File: src/hw/rtl/nfrc_pkg.sv
// ============================================================================
// nfrc_pkg: shared types and helpers for the Newton fractal root classifier
// Fixed-point complex type, saturating arithmetic, item and divider structs.
// ============================================================================
`default_nettype none

package nfrc_pkg;

    localparam int MATCH_ROOTS = 5;
    localparam logic [2:0] NO_ROOT = 3'd5;

    localparam logic [2:0] CFG_TOLERANCE = 3'd5;
    localparam logic [2:0] CFG_LIMIT     = 3'd6;

    localparam logic [1:0] ST_OK         = 2'd0;
    localparam logic [1:0] ST_ZERO_DERIV = 2'd1;
    localparam logic [1:0] ST_LIMIT      = 2'd2;

    typedef struct packed {
        logic signed [31:0] re;
        logic signed [31:0] im;
    } cq_t;

    typedef struct packed {
        logic signed [31:0] start_re;
        logic signed [31:0] start_im;
    } start_item_t;

    typedef struct packed {
        logic signed [31:0] final_re;
        logic signed [31:0] final_im;
        logic [2:0]         root_index;
        logic [7:0]         red;
        logic [7:0]         green;
        logic [7:0]         blue;
        logic [15:0]        steps_taken;
        logic [1:0]         status;
    } result_item_t;

    typedef struct packed {
        logic        start;
        logic        neg;
        logic [63:0] mag;
        logic [63:0] den;
    } div_req_t;

    typedef struct packed {
        logic               busy;
        logic               done;
        logic signed [31:0] quot;
    } div_rsp_t;

    function automatic logic signed [31:0] sat33(input logic signed [32:0] v);
        logic signed [31:0] r;
        if (v[32] != v[31])
        begin
            r = v[32] ? 32'sh8000_0000 : 32'sh7fff_ffff;
        end
        else
        begin
            r = v[31:0];
        end
        return r;
    endfunction

    function automatic logic signed [31:0] sat64(input logic signed [63:0] v);
        logic signed [31:0] r;
        if (v > 64'sd2147483647)
        begin
            r = 32'sh7fff_ffff;
        end
        else if (v < -64'sd2147483648)
        begin
            r = 32'sh8000_0000;
        end
        else
        begin
            r = v[31:0];
        end
        return r;
    endfunction

    function automatic logic signed [31:0] add_sat(input logic signed [31:0] a,
                                                   input logic signed [31:0] b);
        return sat33({a[31], a} + {b[31], b});
    endfunction

    function automatic logic signed [31:0] sub_sat(input logic signed [31:0] a,
                                                   input logic signed [31:0] b);
        return sat33({a[31], a} - {b[31], b});
    endfunction

    function automatic cq_t csub(input cq_t a, input cq_t b);
        cq_t r;
        r.re = sub_sat(a.re, b.re);
        r.im = sub_sat(a.im, b.im);
        return r;
    endfunction

    function automatic cq_t cadd(input cq_t a, input cq_t b);
        cq_t r;
        r.re = add_sat(a.re, b.re);
        r.im = add_sat(a.im, b.im);
        return r;
    endfunction

    // Colour as {red, green, blue} for a matched root.
    function automatic logic [23:0] root_colour(input logic [2:0] idx);
        logic [23:0] c;
        unique case (idx)
            3'd1:    c = {8'd55, 8'd10, 8'd17};
            3'd2:    c = {8'd123, 8'd21, 8'd36};
            3'd3:    c = {8'd81, 8'd13, 8'd24};
            3'd4:    c = {8'd165, 8'd28, 8'd48};
            default: c = 24'd0;
        endcase
        return c;
    endfunction

endpackage

`default_nettype wire

File: src/hw/rtl/nfrc_mul.sv
// ============================================================================
// nfrc_mul: shared registered multiplier
// One signed 32 x 32 product per cycle, exact 64-bit result in a register.
// ============================================================================
`default_nettype none

module nfrc_mul
    import nfrc_pkg::*;
(
    input  wire logic               clk,
    input  wire logic signed [31:0] op_a,
    input  wire logic signed [31:0] op_b,
    output logic signed [63:0]      prod
);

    logic signed [63:0] prod_reg;

    always_ff @(posedge clk)
    begin
        prod_reg <= op_a * op_b;
    end

    assign prod = prod_reg;

endmodule

`default_nettype wire

File: config.mk
export PLATFORM = sky130hd
export DESIGN_NAME = nfrc_mul
export DESIGN_NICKNAME = d
export VERILOG_FILES = /design/src/hw/rtl/nfrc_pkg.sv /design/src/hw/rtl/nfrc_mul.sv
export SDC_FILE = /design/constraint.sdc
export NUM_CORES = 2
export LEC_CHECK = 0
export ABC_AREA = 1
export BUFFER_PORTS_ARGS = -buffer_cell sky130_fd_sc_hd__buf_2
export CORE_MARGIN = 2
export CORE_UTILIZATION = 40
export CTS_BUF_LIST = sky130_fd_sc_hd__clkbuf_4 sky130_fd_sc_hd__clkbuf_8
export CTS_CLUSTER_DIAMETER = 60
export CTS_CLUSTER_SIZE = 20
export DETAILED_ROUTE_END_ITERATION = 7
export SYNTH_ARGS = -nofsm -noshare
export SYNTH_HDL_FRONTEND = slang
export SYNTH_SLANG_ARGS = --single-unit
File: constraint.sdc
create_clock -name clk -period 20.5 [get_ports clk]
set_clock_uncertainty 0.05 [all_clocks]
set_input_delay 4.1 -clock clk [delete_from_list [all_inputs] [get_ports clk]]
set_output_delay 4.1 -clock clk [all_outputs]
set_load 0.02 [all_outputs]
==> results.md <==
* DRT Pass-1 Iters at 6
* Most frequent cells in the layout: inv_1 (1692), nand2_1 (1504), fa_1 (1082), ha_1 (184), buf_2 (128)
* Outcome: complete, no violations
* First-pass GRT wire length at 184000 um
* Min Tclk post-route at 11700 ps
* RSZ-0062 raised after global routing: false
* Antenna violations before repair at 6
* Max_cap viols at 0
* Slowest stage delay, CP at 870 ps
* Largest net degree at the start of global routing at 33
* Async set or reset register ratio after synthesis at 0
* Fraction of layout cells with a size suffix above 1 at 0.0466
* Final setup viols at 0
* Root buffer cell: clkbuf_8
* Initial drt markers at 2025
* CTS Buffer Depth at 2
* Synth Instances at 5124
* Most common cell after layout, fill and taps aside: inv_1
* Boundary Pins at 129
* Post-DP Area at 0.0418 mm2
* Critical path's slowest cell: fa_1
* CP Buf/Inv Count at 9
* H-tree depth at 3
* PortBufs at 128
* Cts bufs inserted at 9
* Req. time, crit path at 20740 ps
* Post-synth EDFFs at 0
* Fin Setup TNS at 0 ps
* Critical path launch point: op_a[31]
* TritonCTS clock tree: done
* Main synth FF type: dfxtp_1
* Arr. time, crit path at 11940 ps
* Initial Utilization at 0.403
* Post-Syn Area per Cell at 7.85 um2
* Ys Warns at 0
* Hpwl dp at 96600 um
* Reg area at 0.00128 mm2
* CTS resizes at 0
* Fill count at 10262
* Sequential element share of the synthesized area at 0.0319
* Largest cells by area after synthesis: fa_1 (54%), inv_1 (16%), nand2_1 (14%)
* Routability cong. at 0.979
* WL/cell at 17.7 um
* Die H at 321 um
* Max Freq at 85.4 MHz
* Clk slew on worst S/H paths at 90 ps
* Non-Filler Cell Area, Final at 0.0420 mm2
* Critical path depth at 27
* Total vias in the final route at 30419
* Post-Syn Area at 0.0402 mm2
* Rows at 116
* DR vias/cell at 4.76
* Slew @ Worst Pin at 948 ps
* Die W at 321 um
* Final nets at 6414
* Number of global-route vias before repair at 32886
* Drt total wl at 113000 um
* Final antenna-violating net count at 0
* Post-CTS Setup Inserts at 0
* #FFs+latches synth at 64
* Synthesis-to-finish area growth at 4.51%
* Critical Path Start Type: primary input
* Nature of the critical path endpoint: flip-flop
* Die Area at 0.103 mm2
* Core area at 0.0999 mm2
* Slew margin rel. at 0.368
* Multi-input logic area at 0.0318 mm2
* Cts hold-fix bufs at 0
* Global-route usage over all layers at 0.231
* Worst Min Path Start: op_b[0]
* Largest delay share family, worst path: adder cells
* Grt ovf at 0
* Synth top area share at 0.539
* Worst Path Class, Setup: in -> reg
* Number of flip-flops in the largest register at 64
* Library cells used by synthesis at 27
* Sink Count at 64
* Hold Path Sink: prod[0]$_DFF_P_
* Final period utilization at 0.571
* Area leader, netlist: fa_1
* Final Max Slew Viols at 0
* Worst Hold Path Cells at 3
* DRC violations left at 0
* Worst min path class: in -> reg
* Crit path max fanout at 32
* Net Count, Synth at 6455
* Fin. Hold Viols at 0
[synthesized netlist by cell type, types with 8 or more instances]
master	count
xor2_1	31
nand4_1	13
inv_1	1692
nand2_2	21
nand3_1	73
a21oi_1	62
dfxtp_1	64
nor2_2	31
inv_2	8
nor2_1	93
nor3_1	11
clkbuf_1	192
ha_1	184
nand2_1	1504
fa_1	1082
o21bai_1	8
o21ai_0	17
[metal layers]
layer  part of all wire  wire length (um)  global-route usage  vias to the layer above
li1                   -                 -                   -                    13846
met1               0.42             47900               0.318                    15453
met2               0.49             55100               0.387                      935
met3              0.061              6960              0.0261                      181
met4              0.028              3140              0.0597                        4
met5            0.00016                18                   0                        -
[kinds of logic after synthesis]
family                     after synthesis  share of synthesized area
buffers and inverters                 1892                      0.177
and+or+nand+nor                       1773                      0.175
adders and majority gates             1266                      0.596
AOI/OAI and AO/OA                       95                     0.0126
DFF                                     64                     0.0319
xor gates and xnor gates                34                    0.00741
[worst min-delay path: cells and delay by family]
family / cells / cell delay [ps]
buf+inv: 2 / 360
simple gates: 1 / 150
[layout make-up]
type / instances / area share
Antenna cell: 3 / 0.000179
Clock buffer: 10 / 0.00328
Inverter: 1700 / 0.152
Tap cell: 1298 / 0.0387
Multi-Input combinational cell: 3168 / 0.757
Sequential cell: 64 / 0.0305
Clock inverter: 5 / 0.000804
Timing Repair Buffer: 140 / 0.0174
[worst max-delay path by stage]
stage | to | slack [ps]
final | prod[52]$_DFF_P_ | 8800
after CTS | prod[52]$_DFF_P_ | 8750
after floorplan | prod[59]$_DFF_P_ | 9710
after detailed placement | prod[52]$_DFF_P_ | 8390
after global routing | prod[56]$_DFF_P_ | 8210
after global placement | prod[56]$_DFF_P_ | 8530
[through the flow]
step	hold slack, ps	setup WS [ps]	util	instances
floorplan	4150	9710	-	5124
global placement	4470	8530	0.419	6370
detailed placement	4470	8390	0.419	6370
CTS	4220	8750	0.421	6385
global route	4230	8210	0.421	6387
finish	4220	8800	0.421	6388
Power is not shown: default switching activity piles up to over one toggle a cycle in this logic, so the estimate is an artifact.
