--- src/hw/rtl/nfrc_pkg.sv ---
// ============================================================================
// nfrc_pkg: shared types and helpers for the Newton fractal root classifier
// Fixed-point complex type, saturating arithmetic, item and divider structs.
// ============================================================================
`default_nettype none

package nfrc_pkg;

    localparam int MATCH_ROOTS = 5;
    localparam logic [2:0] NO_ROOT = 3'd5;

    localparam logic [2:0] CFG_TOLERANCE = 3'd5;
    localparam logic [2:0] CFG_LIMIT     = 3'd6;

    localparam logic [1:0] ST_OK         = 2'd0;
    localparam logic [1:0] ST_ZERO_DERIV = 2'd1;
    localparam logic [1:0] ST_LIMIT      = 2'd2;

    typedef struct packed {
        logic signed [31:0] re;
        logic signed [31:0] im;
    } cq_t;

    typedef struct packed {
        logic signed [31:0] start_re;
        logic signed [31:0] start_im;
    } start_item_t;

    typedef struct packed {
        logic signed [31:0] final_re;
        logic signed [31:0] final_im;
        logic [2:0]         root_index;
        logic [7:0]         red;
        logic [7:0]         green;
        logic [7:0]         blue;
        logic [15:0]        steps_taken;
        logic [1:0]         status;
    } result_item_t;

    typedef struct packed {
        logic        start;
        logic        neg;
        logic [63:0] mag;
        logic [63:0] den;
    } div_req_t;

    typedef struct packed {
        logic               busy;
        logic               done;
        logic signed [31:0] quot;
    } div_rsp_t;

    function automatic logic signed [31:0] sat33(input logic signed [32:0] v);
        logic signed [31:0] r;
        if (v[32] != v[31])
        begin
            r = v[32] ? 32'sh8000_0000 : 32'sh7fff_ffff;
        end
        else
        begin
            r = v[31:0];
        end
        return r;
    endfunction

    function automatic logic signed [31:0] sat64(input logic signed [63:0] v);
        logic signed [31:0] r;
        if (v > 64'sd2147483647)
        begin
            r = 32'sh7fff_ffff;
        end
        else if (v < -64'sd2147483648)
        begin
            r = 32'sh8000_0000;
        end
        else
        begin
            r = v[31:0];
        end
        return r;
    endfunction

    function automatic logic signed [31:0] add_sat(input logic signed [31:0] a,
                                                   input logic signed [31:0] b);
        return sat33({a[31], a} + {b[31], b});
    endfunction

    function automatic logic signed [31:0] sub_sat(input logic signed [31:0] a,
                                                   input logic signed [31:0] b);
        return sat33({a[31], a} - {b[31], b});
    endfunction

    function automatic cq_t csub(input cq_t a, input cq_t b);
        cq_t r;
        r.re = sub_sat(a.re, b.re);
        r.im = sub_sat(a.im, b.im);
        return r;
    endfunction

    function automatic cq_t cadd(input cq_t a, input cq_t b);
        cq_t r;
        r.re = add_sat(a.re, b.re);
        r.im = add_sat(a.im, b.im);
        return r;
    endfunction

    // Colour as {red, green, blue} for a matched root.
    function automatic logic [23:0] root_colour(input logic [2:0] idx);
        logic [23:0] c;
        unique case (idx)
            3'd1:    c = {8'd55, 8'd10, 8'd17};
            3'd2:    c = {8'd123, 8'd21, 8'd36};
            3'd3:    c = {8'd81, 8'd13, 8'd24};
            3'd4:    c = {8'd165, 8'd28, 8'd48};
            default: c = 24'd0;
        endcase
        return c;
    endfunction

endpackage

`default_nettype wire

--- src/hw/rtl/nfrc_div.sv ---
// ============================================================================
// nfrc_div: iterative fixed-point divider
// Restoring division of mag * 2^FRAC_BITS by den, one bit per cycle, with
// truncation toward zero and saturation of the signed 32-bit quotient.
// ============================================================================
`default_nettype none

module nfrc_div
    import nfrc_pkg::*;
#(
    parameter int FRAC_BITS = 24
)
(
    input  wire logic clk,
    input  wire logic rst_n,
    input  wire div_req_t req,
    output div_rsp_t rsp
);

    localparam int NW = 64 + FRAC_BITS;
    localparam int KW = $clog2(NW + 1);

    logic [NW-1:0]      num_reg;
    logic [64:0]        rem_reg;
    logic [63:0]        den_reg;
    logic [31:0]        q_reg;
    logic               ovf_reg;
    logic               neg_reg;
    logic [KW-1:0]      cnt_reg;
    logic               busy_reg;
    logic               done_reg;
    logic signed [31:0] quot_reg;

    logic [64:0] shifted;
    logic        fits;
    logic [64:0] rem_next;
    logic [31:0] q_next;
    logic        ovf_next;

    always_comb
    begin
        shifted  = {rem_reg[63:0], num_reg[NW-1]};
        fits     = (shifted >= {1'b0, den_reg});
        rem_next = fits ? (shifted - {1'b0, den_reg}) : shifted;
        q_next   = {q_reg[30:0], fits};
        ovf_next = ovf_reg | q_reg[31];
    end

    always_ff @(posedge clk or negedge rst_n)
    begin
        if (!rst_n)
        begin
            num_reg  <= '0;
            rem_reg  <= '0;
            den_reg  <= '0;
            q_reg    <= '0;
            ovf_reg  <= 1'b0;
            neg_reg  <= 1'b0;
            cnt_reg  <= '0;
            busy_reg <= 1'b0;
            done_reg <= 1'b0;
            quot_reg <= '0;
        end
        else
        begin
            done_reg <= 1'b0;
            if (!busy_reg)
            begin
                if (req.start)
                begin
                    num_reg  <= {req.mag, FRAC_BITS'(0)};
                    rem_reg  <= '0;
                    den_reg  <= req.den;
                    q_reg    <= '0;
                    ovf_reg  <= 1'b0;
                    neg_reg  <= req.neg;
                    cnt_reg  <= KW'(NW);
                    busy_reg <= 1'b1;
                end
            end
            else
            begin
                num_reg <= {num_reg[NW-2:0], 1'b0};
                rem_reg <= rem_next;
                q_reg   <= q_next;
                ovf_reg <= ovf_next;
                cnt_reg <= cnt_reg - KW'(1);
                if (cnt_reg == KW'(1))
                begin
                    busy_reg <= 1'b0;
                    done_reg <= 1'b1;
                    // A quotient of 2^31 or more saturates toward the sign.
                    if (ovf_next || q_next[31])
                    begin
                        quot_reg <= neg_reg ? 32'sh8000_0000 : 32'sh7fff_ffff;
                    end
                    else
                    begin
                        quot_reg <= neg_reg ? -$signed(q_next) : $signed(q_next);
                    end
                end
            end
        end
    end

    assign rsp.busy = busy_reg;
    assign rsp.done = done_reg;
    assign rsp.quot = quot_reg;

endmodule

`default_nettype wire

--- config.mk ---
export PLATFORM = sky130hd
export DESIGN_NAME = nfrc_div
export DESIGN_NICKNAME = d
export VERILOG_FILES = /design/src/hw/rtl/nfrc_pkg.sv /design/src/hw/rtl/nfrc_div.sv
export SDC_FILE = /design/constraint.sdc
export NUM_CORES = 1
export LEC_CHECK = 0
export BUFFER_PORTS_ARGS = -buffer_cell sky130_fd_sc_hd__buf_2
export CAP_MARGIN = 20
export CELL_PAD_IN_SITES_DETAIL_PLACEMENT = 1
export CELL_PAD_IN_SITES_GLOBAL_PLACEMENT = 1
export CORE_UTILIZATION = 45
export CTS_BUF_LIST = sky130_fd_sc_hd__clkbuf_8
export DETAILED_ROUTE_END_ITERATION = 12
export PLACE_DENSITY = 0.81
export SLEW_MARGIN = 10
export SYNTH_ARGS = -nofsm -noshare
export SYNTH_HDL_FRONTEND = slang
export SYNTH_SLANG_ARGS = --single-unit
--- constraint.sdc ---
create_clock -name clk -period 10.82 [get_ports clk]
set_input_delay 3.246 -clock clk [delete_from_list [all_inputs] [get_ports clk]]
set_output_delay 3.246 -clock clk [all_outputs]
set_load 0.03 [all_outputs]
==> flow_summary.json, run 1 <==
{
  "layout.nets": 2182,
  "grt_use_total_pct": 26.0,
  "min_delay_worst_endpoint": "quot_reg[18]",
  "synthArstFlopShare_pct": 100,
  "ctsResizeCount": 0,
  "reg2reg_to": "quot_reg[30]",
  "floorplan.die.height_um": 191,
  "cts_tree": "yes",
  "tightestPinTransition_ns": 0.974,
  "synth_area_in_simple_gates_pct": 16.3,
  "outcome": "finished clean",
  "finClkSkew_ns": 0.0123,
  "static-leakage-power_uw": 0.00841,
  "placeableCoreArea_mm2": 0.0348,
  "critical_path_cell_sequence": "buf_4 > inv_1 > nor2_4 > buf_4 > mux2_2",
  "dieArea_mm2": 0.0364,
  "timing.hold.worst.class": "reg2reg",
  "hpwl_after_dpl_um": 32100,
  "crit_path_top_delay_cell": "sky130_fd_sc_hd__nor2_4",
  "synthesis.nets": 2079,
  "max_cap_viol_count": 0,
  "final_core_utilization_pct": 51.9,
  "synth_warnings": 0,
  "grt_most_used_layer": "met2",
  "cts-root-to-sink-buffers": 3,
  "highest_cell_delay_on_the_worst_timing_path_ns": 0.74,
  "top_flip_flop_cell_by_instance_count_after_synthesis": "sky130_fd_sc_hd__dfrtp_1",
  "timing.setup.tns_ns": 0,
  "worst_voltage_drop_across_the_vdd_grid_uv": 191,
  "count_of_flip_flops_with_a_built_in_enable_after_synthesis": 0,
  "synth_largest_area_cell": "sky130_fd_sc_hd__dfrtp_1",
  "yosys-top-cells-count": "sky130_fd_sc_hd__nand2_1 (314), sky130_fd_sc_hd__o21ai_0 (282), sky130_fd_sc_hd__dfrtp_1 (267)",
  "final_total_power_uw": 6930,
  "use_met3_pct": 5.12,
  "root_buffer": "sky130_fd_sc_hd__clkbuf_8",
  "grt_antenna_before_repair": 3,
  "crit_fanout": 89,
  "clk_pin_slew_worst_paths_ns": 0.05,
  "startpoint_type": "input port",
  "final.period_utilization_pct": 52.4,
  "max_slew_headroom_pct": 34.5,
  "multiplexer_share_of_the_synthesized_area_pct": 4.39,
  "worst_ep_arrival_time_ns": 6.17,
  "netlist_instances": 1879,
  "postSynthAreaPerCell_um2": 8.54,
  "final-max-slew-violation-count": 0,
  "port_buffers": 165,
  "final_hold_viol_count": 0,
  "clock_sink_count": 267,
  "first_pass_grt_wire_length_um": 77200,
  "fraction_of_layout_instances_using_a_drive_strength_above_1_pct": 13.7,
  "critical_path_rt_ns": 11.32,
  "drt_wl_total_um": 46500,
  "r2r_path_start": "rem_reg[19]",
  "floorplan.initialDensity_pct": 46.1,
  "detailedRoute.firstPassIterationCount": 5,
  "initialDrtViolationCount": 808,
  "synth_top_cells_by_area": "sky130_fd_sc_hd__dfrtp_1 (42%), sky130_fd_sc_hd__o21ai_0 (8.8%), sky130_fd_sc_hd__nand2_1 (7.3%)",
  "critical-path-top-cell-by-count": "sky130_fd_sc_hd__buf_4",
  "detail_route.vias_per_cell": 5.81,
  "power_density_mw_per_mm2": 384,
  "worst_hold_path.num_cells": 2,
  "grt_pass1_vias": 15070,
  "grt_util_met1_pct": 34.8,
  "critical_path.endpoint_type": "register",
  "worst_r2r_path_depth": 20,
  "rrSetupSlack_ns": 5.15,
  "hold_path.startpoint": "quot_reg[18]",
  "cts_max_level": 2,
  "drcViolationCount": 0,
  "synth_top_family_by_area": "compound AO/OA/AOI/OAI gates",
  "synth_seq_cells": 267,
  "post_cts_buffers": 0,
  "globalRouteMet2Util_pct": 42.2,
  "post-synth-top-count-cell": "sky130_fd_sc_hd__nand2_1",
  "post_drt_wl_per_cell_um": 18.8,
  "cts_hold_buf": 0,
  "synth_fa_ha_area_share_pct": 5.35,
  "yosys.area_share.xor_xnor_pct": 3.38,
  "synth_compound_area_share_pct": 23.5,
  "core.rowCount": 68,
  "clock_insertion_delay_worst_skew_ns": 0.62,
  "netlist-cell-type-count": 75,
  "max_freq_ghz": 0.176,
  "antenna_left": 0,
  "period_needed_ns": 5.67,
  "io_pins": 166,
  "timing.final.setup_violations": 0,
  "register_area_share_after_synthesis_pct": 41.6,
  "yosys.area.top_type_share_pct": 41.6,
  "netlist_area_mm2": 0.0161,
  "fill_cells": 4206,
  "gp_congestion": 0.894,
  "unrepaired_setup_endpoints_after_global_routing": "no",
  "dr_total_vias": 14359,
  "antenna_cells": 0,
  "grt.overflow.total": 0,
  "grt_start_max_net_pins": 152,
  "syn_to_final_growth_pct": 12.6,
  "worstSetupPathType": "in2reg",
  "die_width_um": 191,
  "cts_inserted_buffers": 47
}
[worst max-delay path, delay by kind of cell]
family	cells	cell delay (ns)
buffers and inverters	3	1.64
AND/OR/NAND/NOR	1	0.74
multiplexers	1	0.41
[cell families (layout without fill, tap and decap cells)]
family                   count (synthesis)  count (layout)
adder cells (fa/ha/maj)                 68              68
XOR/XNOR                                62              62
AND/OR/NAND/NOR                        577             577
AO/OA/AOI/OAI                          618             618
multiplexers                            70              70
buffers and inverters                  217             356
flip-flops                             267             267
[per-stage QoR]
| step | cells | hold slack (ns) | instance area, um2 | setup WS [ns] |
|---|---|---|---|---|
| finish | 2473 | 0.478 | 18100 | 5.15 |
| global route | 2473 | 0.503 | 18100 | 4.65 |
| CTS | 2472 | 0.485 | 18100 | 5.14 |
| detailed placement | 2387 | 0.468 | 17100 | 4.49 |
| global placement | 2387 | 0.459 | 17100 | 4.58 |
| floorplan | 1879 | 0.449 | 16100 | 6.09 |
[cell usage in the layout, fill, tap and decap left out, types with 14 or more instances in the layout]
master and n:
sky130_fd_sc_hd__a22o_1 41, sky130_fd_sc_hd__nand2b_1 37, sky130_fd_sc_hd__clkbuf_8 60, sky130_fd_sc_hd__a21oi_1 104
sky130_fd_sc_hd__nor3_1 29, sky130_fd_sc_hd__inv_1 107, sky130_fd_sc_hd__buf_2 163, sky130_fd_sc_hd__a31oi_1 22
sky130_fd_sc_hd__xor2_1 22, sky130_fd_sc_hd__nor2_1 79, sky130_fd_sc_hd__a22oi_1 14, sky130_fd_sc_hd__dfrtp_1 266
sky130_fd_sc_hd__ha_1 67, sky130_fd_sc_hd__mux2i_1 67, sky130_fd_sc_hd__nand3_1 24, sky130_fd_sc_hd__nand2_1 314
sky130_fd_sc_hd__a21o_1 28, sky130_fd_sc_hd__o21ai_0 282, sky130_fd_sc_hd__o21bai_1 18, sky130_fd_sc_hd__nand4_1 24
sky130_fd_sc_hd__o31ai_1 16, sky130_fd_sc_hd__xnor2_1 40
[report_power, final]
part,switching (uW),total [uW],internal (uW),leakage (uW)
Sequential,368,1840,1470,0.00334
Clock,445,992,547,0.000568
Combinational,2510,4100,1590,0.00450
Total,3320,6930,3610,0.00841
[area by class of cell]
type                    count  area (um2)  area share (%)
clock buffers              60         826            4.57
clock inverters            25         166           0.921
inverters                  94         355            1.97
multi-input cells        1395        8530            47.2
flip-flops and latches    267        6690            37.0
well taps                 455         569            3.15
repair buffers            177         941            5.21
[how the worst max path moves through the flow]
stage,end,slack (ns),depth (start not counted),start
6_report,den_reg[0],5.15,5,req[129]
5_1_grt,quot_reg[26],4.65,19,rem_reg[19]
4_1_cts,den_reg[0],5.14,5,req[129]
3_5_place_dp,den_reg[0],4.49,5,req[129]
3_3_place_gp,den_reg[0],4.58,5,req[129]
2_1_floorplan,quot_reg[30],6.09,24,rem_reg[19]
[routing by layer]
metal | routed length, um | part of all wire, % | up-vias
li1 | - | - | 6859
met1 | 21400 | 46 | 7076
met2 | 21600 | 46 | 321
met3 | 2350 | 5.0 | 97
met4 | 1180 | 2.5 | 6
met5 | 32 | 0.069 | -
Power figures use the tool's default switching activity.
==> run 2, diff against run 1 <==
Settings changed: CORE_UTILIZATION 45 to 42, PLACE_DENSITY 0.81 to 0.8.
Clock period 10.82 ns to 5.2 ns, I/O delays scaled along.
==> run 2 against run 1 <==
  * Sequential share of layout area decreased by 0.34 points
  * Flip-flop and latch count did not move
  * Power grew 110%
  * Utilization fell by 3.5 points
  * Clock power up 100%
  * Count of clock-buffer cells in the layout unchanged
  * Global-route usage shrank 1.5 points
  * Largest power group unchanged
  * Final area grew 0.92%
  * Largest cell class unchanged
==> flow_summary.json, run 2 (synthesis gave the netlist of run 1 again) <==
{
  "cts_max_level": 2,
  "min_delay_worst_endpoint": "num_reg[47]",
  "critical_path.endpoint_type": "register",
  "worst_ep_arrival_time_ns": 5.18,
  "use_met3_pct": 3.11,
  "crit_fanout": 8,
  "first_pass_grt_wire_length_um": 77700,
  "max_cap_viol_count": 0,
  "antenna_left": 0,
  "max_slew_headroom_pct": 33.7,
  "final.period_utilization_pct": 90.3,
  "r2r_path_start": "rem_reg[19]",
  "clock_insertion_delay_worst_skew_ns": 0.64,
  "detail_route.vias_per_cell": 5.70,
  "post_drt_wl_per_cell_um": 18.4,
  "p_int_uw": 7510,
  "worst-path-stages": 20,
  "rrSetupSlack_ns": 0.50,
  "static-leakage-power_uw": 0.00848,
  "hold_path.startpoint": "num_reg[46]",
  "pwr-share-seq_pct": 26.2,
  "comb_power_share_pct": 59.9,
  "critical_path_rt_ns": 5.68,
  "globalRouteMet2Util_pct": 40.6,
  "dieArea_mm2": 0.0390,
  "io_pins": 166,
  "timing.hold.worst.class": "reg2reg",
  "clock_sink_count": 267,
  "cts_hold_buf": 0,
  "final_total_power_uw": 14500,
  "final_cell_count_no_fill": 2542,
  "outcome": "finished clean",
  "floorplan.die.height_um": 198,
  "die_width_um": 198,
  "grt_util_met1_pct": 32.9,
  "worst_hold_path.num_cells": 2,
  "gp_congestion": 0.890,
  "fraction_of_layout_instances_using_a_drive_strength_above_1_pct": 13.8,
  "grt_most_used_layer": "met2",
  "grt_pass1_vias": 15012,
  "finClkSkew_ns": 0.0418,
  "crit_path_top_delay_cell": "sky130_fd_sc_hd__or3b_2",
  "floorplan.initialDensity_pct": 42.6,
  "leading_cell_type_in_the_layout_fill_and_taps_excluded": "sky130_fd_sc_hd__nand2_1",
  "grt_start_max_net_pins": 140,
  "cts_inserted_buffers": 49,
  "power.net_switching_uw": 6950,
  "fill_cells": 4571,
  "critical_path_cell_sequence": "ha_1 > a21oi_1 > o21ai_0 > a21oi_1 > a31oi_1 > nor3_2 > o21ai_2 > o2bb2ai_4 > inv_4 > ha_1 > or3b_2 > nor2_2 > nand4_1 > or3_1 > nor3_2 > and3_1 > nand2_1 > nand2_1 > xor2_1 > o311ai_1",
  "final_hold_viol_count": 0,
  "initialDrtViolationCount": 766,
  "clk_pin_slew_worst_paths_ns": 0.06,
  "worst_r2r_path_depth": 20,
  "drt_wl_total_um": 46800,
  "grt_antenna_before_repair": 1,
  "placedCellCount": 2451,
  "cts_tree": "yes",
  "path_buf_inv": 1,
  "syn_to_final_growth_pct": 13.6,
  "post_cts_buffers": 0,
  "finalInstanceArea_mm2": 0.0182,
  "highest_cell_delay_on_the_worst_timing_path_ns": 0.51,
  "timing.setup.tns_ns": 0,
  "max_freq_ghz": 0.213,
  "tightestPinTransition_ns": 0.995,
  "most-common-layout-cells": "sky130_fd_sc_hd__nand2_1 (314), sky130_fd_sc_hd__o21ai_0 (282), sky130_fd_sc_hd__dfrtp_1 (266)",
  "startpoint_type": "register",
  "switching_share_pct": 48.0,
  "ctsResizeCount": 0,
  "cp-startpoint": "rem_reg[19]",
  "root_buffer": "sky130_fd_sc_hd__clkbuf_8",
  "unrepaired_setup_endpoints_after_global_routing": "no",
  "grt.overflow.total": 0,
  "reg2reg_to": "quot_reg[30]",
  "power_density_mw_per_mm2": 793,
  "place_area_mm2": 0.0172,
  "port_buffers": 165,
  "detailedRoute.firstPassIterationCount": 5,
  "period_needed_ns": 4.70,
  "layout.nets": 2193,
  "worst_path_dominant_cell_family": "simple AND/OR/NAND/NOR gates",
  "final-max-slew-violation-count": 0,
  "clock_power_share_pct": 13.9,
  "core.rowCount": 71,
  "multi_input_area_mm2": 0.00852,
  "grt_use_total_pct": 24.5,
  "worstSetupPathType": "reg2reg",
  "placeableCoreArea_mm2": 0.0377,
  "final-seq-area_mm2": 0.00669,
  "hpwl_after_dpl_um": 33100,
  "cts-root-to-sink-buffers": 3,
  "timing.final.setup_violations": 0,
  "worst_voltage_drop_across_the_vdd_grid_uv": 439,
  "drcViolationCount": 0,
  "dr_total_vias": 14480
}
-- run 2: cell count changes in the layout (fill, tap and decap cells not counted), moves of 2 or more --
cell	change
sky130_fd_sc_hd__diode_2	+2
sky130_fd_sc_hd__clkinv_2	-4
sky130_fd_sc_hd__buf_4	+6
sky130_fd_sc_hd__inv_1	+6
sky130_fd_sc_hd__buf_12	+2
-- run 2: tightest hold or removal path: stages (launching register included) --
cell and delay [ns]:
sky130_fd_sc_hd__dfrtp_1 0.34, sky130_fd_sc_hd__nand2_1 0.05, sky130_fd_sc_hd__o21ai_0 0.06
-- run 2: final cells by class --
type                       count  share of cell area [%]
multi-input combinational   1395                    46.7
clock buffer                  60                    4.53
timing repair buffer         186                    5.78
sequential                   267                    36.7
clock inverter                27                   0.851
inverter                      94                    1.95
antenna                        2                  0.0274
tap                          511                    3.51
-- run 2: how the worst max path moves through the flow --
stage                     slack, ns            to
after floorplan                0.47  quot_reg[30]
after global placement         0.69  quot_reg[30]
after detailed placement       0.58  quot_reg[30]
after CTS                      0.55  quot_reg[30]
after global routing           0.19  quot_reg[30]
final                          0.50  quot_reg[30]
-- run 2: per-stage QoR --
step	setup slack (ns)	utilization, %	hold slack [ns]
2_1_floorplan	0.469	-	0.449
3_3_place_gp	0.691	45.7	0.456
3_5_place_dp	0.582	45.7	0.466
4_1_cts	0.549	48.3	0.450
5_1_grt	0.191	48.4	0.479
6_report	0.503	48.4	0.458
-- run 2: layer usage --
metal  wire [um]  part of all wire [%]
met5           0                     0
met3        1690                   3.6
met4        1090                   2.3
met2       22500                    48
met1       21600                    46
-- run 2: power by group through the flow --
stage | Sequential (uW) | Clock, uW | Combinational (uW)
after floorplan | 3780 | 0 | 6340
after global placement | 3730 | 0 | 8250
after detailed placement | 3800 | 0 | 8520
after CTS | 3780 | 2080 | 8640
after global routing | 3910 | 2170 | 9640
final | 3780 | 2010 | 8660
